--- src/sv/rbsi_pkg.sv ---
package rbsi_pkg;

	// Default number format of coordinates and distances: signed Q16.16.
	localparam int RBSI_COORD_WIDTH = 32;
	localparam int RBSI_FRAC_BITS   = 16;

	// Number of axes, and slab lanes (one per box corner per axis).
	localparam int NUM_AXES  = 3;
	localparam int NUM_LANES = 2 * NUM_AXES;

	// Configuration register indexes.
	localparam int CFG_INDEX_W = 3;
	localparam logic [CFG_INDEX_W-1:0] REG_ORIGIN_X  = 3'd0;
	localparam logic [CFG_INDEX_W-1:0] REG_ORIGIN_Y  = 3'd1;
	localparam logic [CFG_INDEX_W-1:0] REG_ORIGIN_Z  = 3'd2;
	localparam logic [CFG_INDEX_W-1:0] REG_INV_DIR_X = 3'd3;
	localparam logic [CFG_INDEX_W-1:0] REG_INV_DIR_Y = 3'd4;
	localparam logic [CFG_INDEX_W-1:0] REG_INV_DIR_Z = 3'd5;
	localparam logic [CFG_INDEX_W-1:0] REG_RAY_T_MAX = 3'd6;
	localparam logic [CFG_INDEX_W-1:0] REG_TOLERANCE = 3'd7;

	// Reset value of the tolerance register (about 0.001 in Q16.16).
	localparam int TOLERANCE_RESET = 66;

endpackage

--- src/sv/rbsi_slab.sv ---
module rbsi_slab
	import rbsi_pkg::*;
#(
	parameter int COORD_WIDTH = RBSI_COORD_WIDTH,
	parameter int FRAC_BITS   = RBSI_FRAC_BITS
) (
	input  logic                          clk,
	input  logic signed [COORD_WIDTH-1:0] corner,
	input  logic signed [COORD_WIDTH-1:0] origin,
	input  logic signed [COORD_WIDTH-1:0] inv_dir,
	output logic signed [COORD_WIDTH-1:0] distance
);

	// Widths: difference magnitude, multiplier halves, full product.
	localparam int DW = COORD_WIDTH + 1;
	localparam int IL = COORD_WIDTH / 2;
	localparam int IH = COORD_WIDTH - IL;
	localparam int PW = DW + COORD_WIDTH;

	localparam logic signed [COORD_WIDTH-1:0] SAT_POS = {1'b0, {(COORD_WIDTH-1){1'b1}}};
	localparam logic signed [COORD_WIDTH-1:0] SAT_NEG = {1'b1, {(COORD_WIDTH-1){1'b0}}};

	logic [DW-1:0]          diff;
	logic [DW-1:0]          dm_c;
	logic [COORD_WIDTH-1:0] im_c;
	logic                   neg_c;

	logic [DW-1:0]          dm_s1;
	logic [COORD_WIDTH-1:0] im_s1;
	logic                   neg_s1;

	logic [DW+IL-1:0]       pp_lo_s2;
	logic [DW+IH-1:0]       pp_hi_s2;
	logic                   neg_s2;

	logic [PW-1:0]          prod;
	logic [PW-1:0]          shifted;
	logic                   ovf;
	logic [COORD_WIDTH-1:0] mag;
	logic signed [COORD_WIDTH-1:0] dist_c;
	logic signed [COORD_WIDTH-1:0] dist_s3;

	// Stage 1: exact difference, turned into magnitude and sign.
	always_comb begin
		diff  = {corner[COORD_WIDTH-1], corner} - {origin[COORD_WIDTH-1], origin};
		dm_c  = diff[DW-1] ? (~diff + DW'(1)) : diff;
		im_c  = inv_dir[COORD_WIDTH-1] ? (~inv_dir + COORD_WIDTH'(1)) : inv_dir;
		neg_c = diff[DW-1] ^ inv_dir[COORD_WIDTH-1];
	end

	always_ff @(posedge clk) begin
		dm_s1  <= dm_c;
		im_s1  <= im_c;
		neg_s1 <= neg_c;
	end

	// Stage 2: two partial products over the halves of the reciprocal.
	always_ff @(posedge clk) begin
		pp_lo_s2 <= dm_s1 * im_s1[IL-1:0];
		pp_hi_s2 <= dm_s1 * im_s1[COORD_WIDTH-1:IL];
		neg_s2   <= neg_s1;
	end

	// Stage 3: sum the partial products, truncate the fraction, saturate.
	always_comb begin
		prod    = {pp_hi_s2, {IL{1'b0}}} + PW'(pp_lo_s2);
		shifted = prod >> FRAC_BITS;
		ovf     = |shifted[PW-1:COORD_WIDTH-1];
		mag     = {1'b0, shifted[COORD_WIDTH-2:0]};
		if (neg_s2) begin
			dist_c = ovf ? SAT_NEG : -$signed(mag);
		end else begin
			dist_c = ovf ? SAT_POS : $signed(mag);
		end
	end

	always_ff @(posedge clk) begin
		dist_s3 <= dist_c;
	end

	assign distance = dist_s3;

endmodule

--- config.mk ---
export PLATFORM = sky130hd
export DESIGN_NAME = rbsi_slab
export DESIGN_NICKNAME = d
export VERILOG_FILES = /design/src/sv/rbsi_pkg.sv /design/src/sv/rbsi_slab.sv
export SDC_FILE = /design/constraint.sdc
export NUM_CORES = 2
export LEC_CHECK = 0
export ABC_AREA = 1
export BUFFER_PORTS_ARGS = -buffer_cell sky130_fd_sc_hd__buf_2
export CORE_ASPECT_RATIO = 1.25
export CORE_MARGIN = 4
export CORE_UTILIZATION = 55
export CTS_CLUSTER_SIZE = 40
export DETAILED_ROUTE_END_ITERATION = 12
export PLACE_DENSITY = 0.72
export SETUP_SLACK_MARGIN = 0.15
export SLEW_MARGIN = 10
export SYNTH_ARGS = -nofsm -noshare
export SYNTH_HDL_FRONTEND = slang
export SYNTH_SLANG_ARGS = --single-unit
--- constraint.sdc ---
create_clock -name clk -period 7.6 [get_ports clk]
set_input_delay 2.28 -clock clk [delete_from_list [all_inputs] [get_ports clk]]
set_output_delay 2.28 -clock clk [all_outputs]
set_load 0.1 [all_outputs]
==> summary.md <==
| Metric | Value |
|---|---|
| EDFF count, synth | `0` |
| Clock sinks | `181` |
| Actual slew at the worst max-slew pin | `1.229 ns` |
| Max-Cap Viols | `0` |
| Wirelength per Cell | `17.16 um` |
| Min Tclk post-route | `6.597 ns` |
| Top FF cell, synth | `dfxtp_1` |
| Xor/xnor cell area share of the yosys netlist | `3.067%` |
| Total Neg Setup Slack | `0 ns` |
| CP Data Arrival Time | `6.99 ns` |
| Mux cell area share after synthesis | `0%` |
| Reg2reg end | `pp_lo_s2[42]` |
| Worst Setup End Kind | `flop` |
| Crit-path max cell delay | `1.14 ns` |
| Top Ports | `129` |
| Die X-Extent | `268.9 um` |
| Fmax | `151.6 MHz` |
| Non-Filler Instances | `7708` |
| Post-cts sizing count | `0` |
| Hold Crit Class | `reg -> reg` |
| Area of the multi-input gates | `35410 sq um` |
| Slew Limit Headroom | `17.94%` |
| Commonest cells after routing, fill and taps aside | `nand2_1 (1954), inv_1 (1805), fa_1 (865)` |
| Synth Warn # | `0` |
| DIE HEIGHT | `334.1 um` |
| Critical path class | `reg -> reg` |
| Layout cells sized above 1 | `4.760%` |
| Core Footprint | `84270 sq um` |
| Kind of cell adding the most delay to the critical path | `adder cells` |
| Setup Buffers After CTS | `0` |
| Final hold slack | `0.3255 ns` |
| Simple-Gate Fraction of Synth Area | `22.81%` |
| Synth Area in Compound Gates | `4.580%` |
| Worst-path clk slew | `0.09 ns` |
| Clock Latency Late Sink | `0.52 ns` |
| Critical path's most frequent cell | `fa_1` |
| Reg-to-reg setup timing slack | `1.00 ns` |
| Core Util, Final | `58.39%` |
| Peak fanout along the critical path | `20` |
| Synth Net Count | `7871` |
| Critical Path RT | `7.99 ns` |
| Die area | `89850 sq um` |
| Startpoint type of the worst setup path | `flop` |
| Vias in the first global route | `42560` |
| Post-route DRC | `0` |
| Fillers | `7835` |
| Synthesis-stage register bit count | `181` |
| CP bufs+invs | `5` |
| Commonest non-fill, non-tap cell in the layout | `nand2_1` |
| TritonCTS clock tree | `yes` |
| Row count | `119` |
| Starting Density | `55.53%` |
| Largest net degree at the start of global routing | `64` |
| Final wirelength | `132300 um` |
| # hold bufs at CTS | `0` |
| Yosys top cell by area | `fa_1` |
| Clk buf depth | `2` |
| Port Buffers | `128` |
| Crit. Startpoint | `dm_s1[3]` |
| Status | `complete, no violations` |
| Vias per inst | `5.249` |
| Final Setup Violations | `0` |
| Fin nets | `7874` |
| HPWL Detailed | `110800 um` |
| Seq/Total Area, Yosys | `7.742%` |
| Mapped Avg Cell Area | `7.089 sq um` |
| H-tree depth | `4` |
| Main area contributors after synthesis | `fa_1 (37%), nand2_1 (16%), inv_1 (14%)` |
| Root Buffer | `clkbuf_16` |
| Number of library cell types mapped by synthesis | `48` |
| Fin. max-slew vios | `0` |
| RSZ-0062 raised after global routing | `no` |
| RR Startpoint | `dm_s1[3]` |
| Clock skew | `0.01854 ns` |
| Hold Path End | `neg_s2` |
| CP Cell Sequence | `buf_4 -> nand2_1 -> inv_1 -> fa_1 -> inv_1 -> fa_1 -> fa_1 -> fa_1 -> inv_1 -> fa_1 -> fa_1 -> ha_1 -> a21oi_1 -> nor2_1 -> nor2_1 -> a21boi_0 -> o21ai_0 -> a21oi_1 -> inv_1 -> a21oi_1 -> o21ai_0 -> xor2_1` |
| Worst Hold Path Cells | `0` |
| DRT iter0 DRCs | `2802` |
| FF/Latch Area | `3625 sq um` |
| Cells after DPL | `7675` |
| Area grow syn2layout | `5.152%` |
| Final Wtd Congestion | `0.9861` |
| Post-Synthesis Cells | `6602` |
| Largest family of logic cells by synthesized area | `adder cells` |
| Yosys top cell area share | `37.00%` |
| Worst reg2reg path depth | `22` |
| Tot GR Track Use | `30.63%` |
| Post-Synth Adder-Cell Area | `45.21%` |
| ANT nets after route | `0` |
| Fin crit share | `86.80%` |
| First-pass DRT Iterations | `8` |
| Initial antenna violation count | `0` |
| Syn Std Cell Area | `46800 sq um` |
| Fin. Hold Viols | `0` |
| Critical hold path startpoint | `neg_s1` |
| Gr ovfl total | `0` |
| Vias | `40460` |
| Cts bufs inserted | `17` |
| Worst path slowest cell | `dfxtp_1` |
| Async S/R FF share, synth | `0%` |
| First-pass GRT wire length | `217500 um` |
==> kinds of logic after synthesis <==
group / count (synthesis)
flops: 181
compound gates: 390
simple gates: 2642
buf+inv: 2054
fa+ha+maj: 1172
xor+xnor: 163
==> worst max-delay path by stage <==
| stage | to | slack (ns) | cells after the start |
|---|---|---|---|
| floorplan | pp_hi_s2[42] | 1.96 | 25 |
| global placement | pp_lo_s2[31] | 1.18 | 21 |
| detailed placement | pp_lo_s2[42] | 1.11 | 22 |
| CTS | pp_lo_s2[42] | 1.10 | 22 |
| global route | pp_hi_s2[43] | 0.73 | 22 |
| finish | pp_lo_s2[42] | 1.00 | 22 |
==> state kept, by name, summed over array words and instances (netlist names) <==
name	count
distance	32
neg_s1	1
pp_lo_s2	33
dm_s1	33
neg_s2	1
im_s1	32
pp_hi_s2	49
==> synthesized netlist by cell type (all sizes together), types with 2 or more instances <==
cell type     n
a211oi        3
inv        1809
or2           4
a21oi       197
dfxtp       181
nand3       151
o21bai        6
nand2      1967
o21a         14
nor3         34
a31oi        35
nand4        69
fa          865
o31ai         6
clkbuf      227
xor2        103
and2          4
buf          17
a21boi        3
o311ai        2
nand3b       32
xnor2        60
a21o          8
o21ai       104
nor2        366
o211ai        8
and3          4
nor4          9
ha          307
==> cell type report <==
type,instances,area share (%)
Timing Repair Buffer,228,2.853
Sequential cell,181,7.366
Clock buffer,17,0.8645
Antenna cell,1,0.005085
Tap cell,1089,2.769
Multi-Input combinational cell,4367,71.96
Inverter,1810,13.81
Clock inverter,15,0.3763
==> per-stage QoR <==
| step | setup slack, ns | cell area, sq um |
|---|---|---|
| 2_1_floorplan | 1.958 | 46800 |
| 3_3_place_gp | 1.180 | 48600 |
| 3_5_place_dp | 1.112 | 48600 |
| 4_1_cts | 1.099 | 49210 |
| 5_1_grt | 0.7278 | 49210 |
| 6_report | 1.003 | 49210 |
==> routing by layer <==
metal	vias to the layer above	track usage, %	wire (um)
met2	1724	52.36	63800
li1	19030	-	-
met5	-	0	0
met1	19310	36.85	50160
met3	396	4.952	9726
met4	0	16.99	8587
Power is left out: the tool's default activity adds up to more than one toggle a clock period on the data nets, which glitch-free logic cannot reach.
