[src/sv/rbsi_pkg.sv]
package rbsi_pkg;

	// Default number format of coordinates and distances: signed Q16.16.
	localparam int RBSI_COORD_WIDTH = 32;
	localparam int RBSI_FRAC_BITS   = 16;

	// Number of axes, and slab lanes (one per box corner per axis).
	localparam int NUM_AXES  = 3;
	localparam int NUM_LANES = 2 * NUM_AXES;

	// Configuration register indexes.
	localparam int CFG_INDEX_W = 3;
	localparam logic [CFG_INDEX_W-1:0] REG_ORIGIN_X  = 3'd0;
	localparam logic [CFG_INDEX_W-1:0] REG_ORIGIN_Y  = 3'd1;
	localparam logic [CFG_INDEX_W-1:0] REG_ORIGIN_Z  = 3'd2;
	localparam logic [CFG_INDEX_W-1:0] REG_INV_DIR_X = 3'd3;
	localparam logic [CFG_INDEX_W-1:0] REG_INV_DIR_Y = 3'd4;
	localparam logic [CFG_INDEX_W-1:0] REG_INV_DIR_Z = 3'd5;
	localparam logic [CFG_INDEX_W-1:0] REG_RAY_T_MAX = 3'd6;
	localparam logic [CFG_INDEX_W-1:0] REG_TOLERANCE = 3'd7;

	// Reset value of the tolerance register (about 0.001 in Q16.16).
	localparam int TOLERANCE_RESET = 66;

endpackage

[src/sv/rbsi_cfg.sv]
module rbsi_cfg
	import rbsi_pkg::*;
#(
	parameter int COORD_WIDTH = RBSI_COORD_WIDTH,
	parameter int FRAC_BITS   = RBSI_FRAC_BITS
) (
	input  logic                                clk,
	input  logic                                arst_n,
	input  logic                                cfg_wr_en,
	input  logic [CFG_INDEX_W-1:0]              cfg_index,
	input  logic [COORD_WIDTH-1:0]              cfg_wdata,
	output logic signed [COORD_WIDTH-1:0]       origin [NUM_AXES],
	output logic signed [COORD_WIDTH-1:0]       inv_dir [NUM_AXES],
	output logic signed [COORD_WIDTH-1:0]       ray_t_max,
	output logic [COORD_WIDTH-2:0]              tolerance
);

	localparam logic [COORD_WIDTH-1:0] INV_RESET  = COORD_WIDTH'(1) << FRAC_BITS;
	localparam logic [COORD_WIDTH-1:0] TMAX_RESET = {1'b0, {(COORD_WIDTH-1){1'b1}}};

	logic [COORD_WIDTH-1:0] origin_x_q, origin_y_q, origin_z_q;
	logic [COORD_WIDTH-1:0] inv_x_q, inv_y_q, inv_z_q;
	logic [COORD_WIDTH-1:0] t_max_q;
	logic [COORD_WIDTH-2:0] tol_q;

	// Register file; every index of the port maps to a register.
	always_ff @(posedge clk or negedge arst_n) begin
		if (!arst_n) begin
			origin_x_q <= '0;
			origin_y_q <= '0;
			origin_z_q <= '0;
			inv_x_q    <= INV_RESET;
			inv_y_q    <= INV_RESET;
			inv_z_q    <= INV_RESET;
			t_max_q    <= TMAX_RESET;
			tol_q      <= (COORD_WIDTH-1)'(TOLERANCE_RESET);
		end else if (cfg_wr_en) begin
			case (cfg_index)
				REG_ORIGIN_X:  origin_x_q <= cfg_wdata;
				REG_ORIGIN_Y:  origin_y_q <= cfg_wdata;
				REG_ORIGIN_Z:  origin_z_q <= cfg_wdata;
				REG_INV_DIR_X: inv_x_q    <= cfg_wdata;
				REG_INV_DIR_Y: inv_y_q    <= cfg_wdata;
				REG_INV_DIR_Z: inv_z_q    <= cfg_wdata;
				REG_RAY_T_MAX: t_max_q    <= cfg_wdata;
				REG_TOLERANCE: tol_q      <= cfg_wdata[COORD_WIDTH-2:0];
				default: ;
			endcase
		end
	end

	assign origin[0]  = origin_x_q;
	assign origin[1]  = origin_y_q;
	assign origin[2]  = origin_z_q;
	assign inv_dir[0] = inv_x_q;
	assign inv_dir[1] = inv_y_q;
	assign inv_dir[2] = inv_z_q;
	assign ray_t_max  = t_max_q;
	assign tolerance  = tol_q;

endmodule

[config.mk]
export PLATFORM = sky130hd
export DESIGN_NAME = rbsi_cfg
export DESIGN_NICKNAME = d
export VERILOG_FILES = /design/src/sv/rbsi_pkg.sv /design/src/sv/rbsi_cfg.sv
export SDC_FILE = /design/constraint.sdc
export NUM_CORES = 1
export LEC_CHECK = 0
export BUFFER_PORTS_ARGS = -buffer_cell sky130_fd_sc_hd__buf_2
export CORE_MARGIN = 2
export CORE_UTILIZATION = 46
export DETAILED_ROUTE_END_ITERATION = 7
export PLACE_DENSITY = 0.76
export SYNTH_ARGS = -nofsm -noshare
export SYNTH_HDL_FRONTEND = slang
export SYNTH_SLANG_ARGS = --single-unit
[constraint.sdc]
create_clock -name clk -period 1 [get_ports clk]
set_clock_uncertainty 0.2 [all_clocks]
set_input_delay 0.1 -clock clk [delete_from_list [all_inputs] [get_ports clk]]
set_output_delay 0.1 -clock clk [all_outputs]
set_load 0.02 [all_outputs]
==> impl_metrics.yaml, run 1 <==
global_route:
  grt_pass1_wl_um: 51200
  track_usage_pct: 31.0
  grt_pass1_vias: 8106
  grt.busiest_layer: "met2"
  use_met3_pct: 8.25
  grt_overflow: 0
  met2_usage_pct: 55.5
  grt_antenna_before_repair: 0
  grt_use_met1_pct: 36.9
  grt_max_degree: 35
floorplanning:
  rows: 52
  core_sq_um: 20400
  initial_core_util_pct: 47.2
  die_w_um: 149
  dieArea_sq_um: 22100
  io_pins: 293
  dieHeight_um: 149
critical_path:
  critPathLaunchType: "flop"
  cp_num_cells: 1
  crit_required_ns: 0.70
  crit_family: "flip-flops"
  path_cells: "buf_6"
  crit_type: "flop to primary output"
  crit_path_top_delay_cell: "dfstp_2"
  cp_num_buf_inv: 1
  endpoint_kind: "primary output"
  max_stage_delay_ns: 0.58
  worst_r2r_path_depth: 3
  critPathMaxFanout: 2
  critPathArrivalTime_ns: 1.24
synthesis:
  avgSynthCellArea_sq_um: 17.5
  ys_ff_latch: 255
  netlist_area_sq_um: 9620
  synth-edff-count: 0
  ys_seq_area_share_pct: 66.8
  synth_top_area_share_pct: 57.0
  synth_ff_type: "dfrtp_1"
  synth_warnings: 0
  synth.area.top_cells: "dfrtp_1, mux2_2, dfstp_2, buf_6, mux2_1"
  synth_nets: 587
  yosysUniqueCellTypes: 10
  syn_inst: 549
  synth_common_cells: "mux2_2, dfrtp_1, dfstp_2"
  yosysMostFrequentCell: "mux2_2"
  yosysTopAreaCell: "dfrtp_1"
  ys_async_sr_fraction_pct: 100
placement:
  gp_congestion: 0.765
  io_buffers: 292
  hpwl_um: 16900
  post-place-ws_ns: -0.746
timing:
  maxSlewViolCount: 0
  finalCriticalPeriod_ns: 1.54
  period_share_pct: 154
  fmax_ghz: 0.650
  setup_slack_ns: -0.539
  whs_ns: -0.155
  setup_viol: 485
  hold_viol_final: 16
  rsz0062_at_grt: "true"
  slew_headroom_pct: 76.5
  tightestPinTransition_ns: 0.352
cts:
  cts_buffers: 26
  cts_tree: "done"
  holdBufCountCts: 33
  worstSkewPairLatency_ns: 0.52
  root_buffer: "clkbuf_16"
  ctsLongestPathBuffers: 3
  htreeDepth: 1
  cts.sinks: 255
  clkTransAtPathRegs_ns: 0.07
pwr:
  p_int_w: 0.0279
  p_sw_w: 0.0134
  p_seq_share_pct: 36.6
  cellPowerDensity_nw_per_um2: 2340
  power_frac_clock_pct: 23.7
  p_sw_share_pct: 32.4
  leakage_nw: 8.65
  max-vdd-ir-drop_mv: 2.02
  pwr-share-comb_pct: 39.7
  total_power_w: 0.0413
route:
  viasPerCell: 5.40
  drc: 0
  via_count: 7521
  wire_per_inst_um: 29.6
  first_iter_violations: 342
  detail-route-antenna-nets: 0
  first_pass_iters: 4
  routed_wl_um: 41200
cells_and_area:
  drive_above_1_share_pct: 76.5
  nNetsFinal: 1141
  layout-area-overhead-vs-synth_pct: 83.6
  antenna_cells: 0
status:
  violations: "hold timing, setup timing"
  status: "finished with violations"
worst_hold_path:
  hp-class: "input pin to asynchronous set/reset pin"
run:
  maxCapViolCount: 0
[power groups by stage]
stage          clock, W  sequential [W]  combinational [W]
2_1_floorplan         0          0.0170            0.00277
3_3_place_gp          0          0.0141            0.00909
3_5_place_dp          0          0.0142            0.00927
4_1_cts         0.00957          0.0146             0.0138
5_1_grt          0.0103          0.0153             0.0169
6_report        0.00980          0.0151             0.0164
[placed cells by master (no fill, tap or decap), drive strengths merged]
master         n
clkbuf        43
dlygate4sd3   33
bufinv         1
dfstp         36
mux2         255
inv            1
nand4b         3
clkinvlp       1
buf          518
dfrtp        219
nor4b          1
clkinv         7
nand4          1
nor4bb         3
[layer usage]
metal | share of wire, % | wire [um]
met1 | 36 | 14800
met2 | 52 | 21200
met3 | 7.5 | 3100
met4 | 5.0 | 2040
met5 | 0 | 0
[stage by stage]
step | TNS, ns | instance area (sq um) | utilization [%] | hold slack [ns] | std cells
final | -123.01 | 17700 | 86.7 | -0.155 | 1392
after global routing | -130.90 | 17700 | 86.7 | -0.147 | 1392
after CTS | -110.59 | 16400 | 80.6 | -0.150 | 1325
after detailed placement | -148.92 | 12200 | 59.9 | -0.193 | 1117
after global placement | -142.71 | 12200 | 59.9 | -0.197 | 1117
after floorplan | -91.18 | 10200 | - | -0.396 | 549
[logic make-up (layout without fill, tap and decap cells)]
logic type	Yosys count	in the layout	share of synthesized area [%]
multiplexers	255	255	29.8
flip-flops	255	255	66.8
buffers and inverters	31	604	2.46
AND/OR/NAND/NOR	8	8	0.897
[flip-flops by register name (all words and copies together) (netlist names)]
name        flops
origin_y_q     32
origin_z_q     32
tolerance      31
inv_y_q        32
inv_z_q        32
ray_t_max      32
origin_x_q     32
inv_x_q        32
[final timing paths]
check | start | endpoint | slack (ns)
worst max-delay path | ray_t_max[17]$_DFFE_PN1P_ | ray_t_max[17] | -0.54
worst min-delay path | arst_n | inv_x_q[30]$_DFFE_PN0P_ | -0.16
worst max register to register | origin_y_q[26]$_DFFE_PN0P_ | origin_y_q[26]$_DFFE_PN0P_ | -0.30
worst min register to register | ray_t_max[31]$_DFFE_PN0P_ | ray_t_max[31]$_DFFE_PN0P_ | 0.33
max in group asynchronous | arst_n | inv_z_q[25]$_DFFE_PN0P_ | 0.18
min in group clk | cfg_index[2] | origin_y_q[2]$_DFFE_PN0P_ | -0.05
[area by class of cell]
cell class                      count  area (sq um)
Sequential cell                   255          6430
Clock inverter                     10          88.8
Fill cell                         770          2710
Clock buffer                       37           743
Multi-Input combinational cell    263          3730
Tap cell                          270           338
Timing Repair Buffer              557          6330
[what timing repair did]
| item | CTS | global route |
|---|---|---|
| endpoints found under the hold margin | 510 | 16 |
| setup buffers | 116 | 113 |
| cloned | 12 | 6 |
| endpoints found under the setup margin | 439 | 501 |
| pin swaps | 5 | 5 |
| gates resized for setup | 587 | 208 |
(Power assumes the default switching activity.)
==> run 2, diff against run 1 <==
==> constraint.sdc (replaced) <==
create_clock -name clk -period 1 [get_ports clk]
set_clock_uncertainty 0.2 [all_clocks]
set_input_delay 0.1 -clock clk [delete_from_list [all_inputs] [get_ports clk]]
set_output_delay 0.1 -clock clk [all_outputs]
set_load 0.1 [all_outputs]
==> impl_metrics.yaml, run 2 <==
status:
  status: "did not finish"
  stop_stage: "5_1_grt"
  error: "[ERROR DPL-0033] detailed placement checks failed during check placement."
timing:
  crit_endpoint: "ray_t_max[18]"
  worstEndpointType: "top-level output"
synthesis:
  yosysTopAreaCell: "dfrtp_1"
  netlist_area_sq_um: 9620
  ys_ff_latch: 255
  ys_seq_area_share_pct: 66.8
  synth_common_cells: "mux2_2, dfrtp_1, dfstp_2"
  synth-edff-count: 0
  synth_warnings: 0
  yosysMostFrequentCell: "mux2_2"
  synth_top_area_share_pct: 57.0
  synth_nets: 587
  synth_ff_type: "dfrtp_1"
  avgSynthCellArea_sq_um: 17.5
  synth.area.top_cells: "dfrtp_1, mux2_2, dfstp_2, buf_6, mux2_1"
  syn_inst: 549
  ys_async_sr_fraction_pct: 100
  yosysUniqueCellTypes: 10
placement:
  hpwl_um: 21500
  io_buffers: 292
  post-place-ws_ns: -0.786
  gp_congestion: 0.760
floorplanning:
  rows: 52
  io_pins: 293
  initial_core_util_pct: 47.2
  dieHeight_um: 149
  die_w_um: 149
cts:
  root_buffer: "clkbuf_16"
  cts_buffers: 27
  htreeDepth: 1
  cts.sinks: 255
  ctsLongestPathBuffers: 3
global_route:
  grt_antenna_before_repair: 1
  grt_max_degree: 49
## run 2: cell counts after synthesis
No cell type changed its count.
## run 2: repair_timing
item / CTS
endpoints found under the setup margin: 502
hold buffers: 34
pin swaps: 4
cloned: 7
setup buffers: 55
gates resized for setup: 158
endpoints found under the hold margin: 510
## run 2: logic make-up after synthesis
group,after synthesis,synth area share [%]
and+or+nand+nor,8,0.897
buffers and inverters,31,2.46
muxes,255,29.8
DFF,255,66.8
## run 2: through the flow
step | instances | util [%] | instance area, sq um | hold WS, ns
3_5_place_dp | 1110 | 80.6 | 16400 | -0.248
3_3_place_gp | 1110 | 80.6 | 16400 | -0.248
2_1_floorplan | 549 | - | 10700 | -0.396
4_1_cts | 1255 | 92.8 | 18900 | -0.148
==> run 3, diff against run 2 <==
--- a/config.mk
+++ b/config.mk
@@ -7,9 +7,9 @@
 export LEC_CHECK = 0
 export BUFFER_PORTS_ARGS = -buffer_cell sky130_fd_sc_hd__buf_2
 export CORE_MARGIN = 2
-export CORE_UTILIZATION = 46
+export CORE_UTILIZATION = 40
 export DETAILED_ROUTE_END_ITERATION = 7
-export PLACE_DENSITY = 0.76
+export PLACE_DENSITY_LB_ADDON = 0.15
 export SYNTH_ARGS = -nofsm -noshare
 export SYNTH_HDL_FRONTEND = slang
 export SYNTH_SLANG_ARGS = --single-unit
==> constraint.sdc (replaced) <==
create_clock -name clk -period 1.3 [get_ports clk]
set_clock_uncertainty 0.2 [all_clocks]
set_input_delay 0.13 -clock clk [delete_from_list [all_inputs] [get_ports clk]]
set_output_delay 0.13 -clock clk [all_outputs]
set_load 0.1 [all_outputs]
==> impl_metrics.yaml, run 3 (synthesis results as in run 1) <==
cts:
  cts_tree: "done"
  cts_resized: 0
  cts.sinks: 255
  worstSkewPairLatency_ns: 0.51
  cts_buffers: 27
  holdBufCountCts: 33
  root_buffer: "clkbuf_16"
  ctsLongestPathBuffers: 3
  clkTransAtPathRegs_ns: 0.06
  htreeDepth: 1
critical_path:
  crit_type: "flop to primary output"
  critPathLaunchType: "flop"
  max_stage_delay_ns: 0.63
  crit_path_top_delay_cell: "dfstp_4"
  cp_num_buf_inv: 1
  crit_required_ns: 0.97
  r2r_slack_ns: 0.04
  critPathArrivalTime_ns: 1.33
  path_cells: "buf_12"
  critPathMaxFanout: 2
  endpoint_kind: "primary output"
  crit_family: "flip-flops"
floorplanning:
  initial_core_util_pct: 40.9
  rows: 56
  dieHeight_um: 159
  core_sq_um: 23500
  dieArea_sq_um: 25300
  io_pins: 293
  die_w_um: 159
placement:
  post-place-ws_ns: -0.469
  hpwl_um: 19500
  gp_congestion: 0.766
  io_buffers: 292
  dpl_cell_area_sq_um: 16200
route:
  first_pass_iters: 4
  viasPerCell: 4.87
  first_iter_violations: 138
  via_count: 6258
  drc: 0
  detail-route-antenna-nets: 0
  wire_per_inst_um: 21.8
  routed_wl_um: 28000
global_route:
  grt_antenna_before_repair: 0
  grt_max_degree: 41
  grt_pass1_wl_um: 44900
  grt_overflow: 0
  track_usage_pct: 22.5
  grt_pass1_vias: 7152
cells_and_area:
  fillers: 1353
  nNetsFinal: 985
  final_area_sq_um: 17900
  drive_above_1_share_pct: 88.9
  layout-area-overhead-vs-synth_pct: 85.7
  fin_util_pct: 75.9
  final_cell_mix: "buf_12, mux2_2, dfrtp_2, mux2_4, dfrtp_1"
  layout_commonest_cell: "buf_12"
  antenna_cells: 0
timing:
  slew_headroom_pct: 74.2
  rsz0062_at_grt: "true"
  setup_slack_ns: -0.358
  finalCriticalPeriod_ns: 1.66
  setup_viol: 255
  fmax_ghz: 0.603
  hold_viol_final: 25
  whs_ns: -0.0883
  period_share_pct: 128
  tightestPinTransition_ns: 0.386
  maxSlewViolCount: 0
pwr:
  cellPowerDensity_nw_per_um2: 2490
  leakage_nw: 7.80
  max-vdd-ir-drop_mv: 1.62
status:
  violations: "hold timing, setup timing"
  status: "finished with violations"
run:
  maxCapViolCount: 0
worst_hold_path:
  hp-class: "input pin to asynchronous set/reset pin"
run 3: power by group:
group | internal [W] | switching (W)
sequential | 0.0103 | 0.00199
combinational | 0.00897 | 0.0153
clock | 0.00489 | 0.00310
run 3: path summary, 6_finish.rpt:
check                                                start                          to  cells after the start
worst max-delay path             ray_t_max[29]$_DFFE_PN1P_               ray_t_max[29]                      1
worst min-delay path                                arst_n   tolerance[24]$_DFFE_PN0P_                      2
worst max register to register  origin_x_q[23]$_DFFE_PN0P_  origin_x_q[23]$_DFFE_PN0P_                      3
worst min register to register  origin_y_q[20]$_DFFE_PN0P_  origin_y_q[20]$_DFFE_PN0P_                      1
max in group asynchronous                           arst_n   ray_t_max[16]$_DFFE_PN1P_                      3
min in group clk                                 cfg_wr_en   origin_x_q[8]$_DFFE_PN0P_                      4
run 3: metal layers:
metal	GRT usage [%]	up-vias	part of all wire (%)
li1	-	2750	-
met1	28.4	3227	40
met2	36.9	238	49
met3	8.10	43	8.7
met4	5.83	0	2.4
met5	0	-	0
run 3: area by class of cell:
type	count	area, sq um	area share (%)
timing repair buffer	400	6420	35.9
clock buffer	35	756	4.23
sequential	255	6750	37.8
clock inverter	14	183	1.02
tap	319	399	2.23
multi-input combinational	263	3360	18.8
run 3: through the flow:
step	setup TNS (ns)	instances	hold slack, ns	total power [W]
2_1_floorplan	-22.69	549	-0.366	0.0264
3_3_place_gp	-77.42	1157	-0.149	0.0359
3_5_place_dp	-86.17	1157	-0.145	0.0362
4_1_cts	-49.37	1266	-0.0916	0.0446
5_1_grt	-51.97	1286	-0.0749	0.0458
6_report	-43.38	1286	-0.0883	0.0445
run 3: repair_timing:
action / CTS / global route
pin swaps: 0 / 0
buffers inserted: 27 / 20
endpoints found under the hold margin: 510 / 25
setup endpoints to repair: 255 / 255
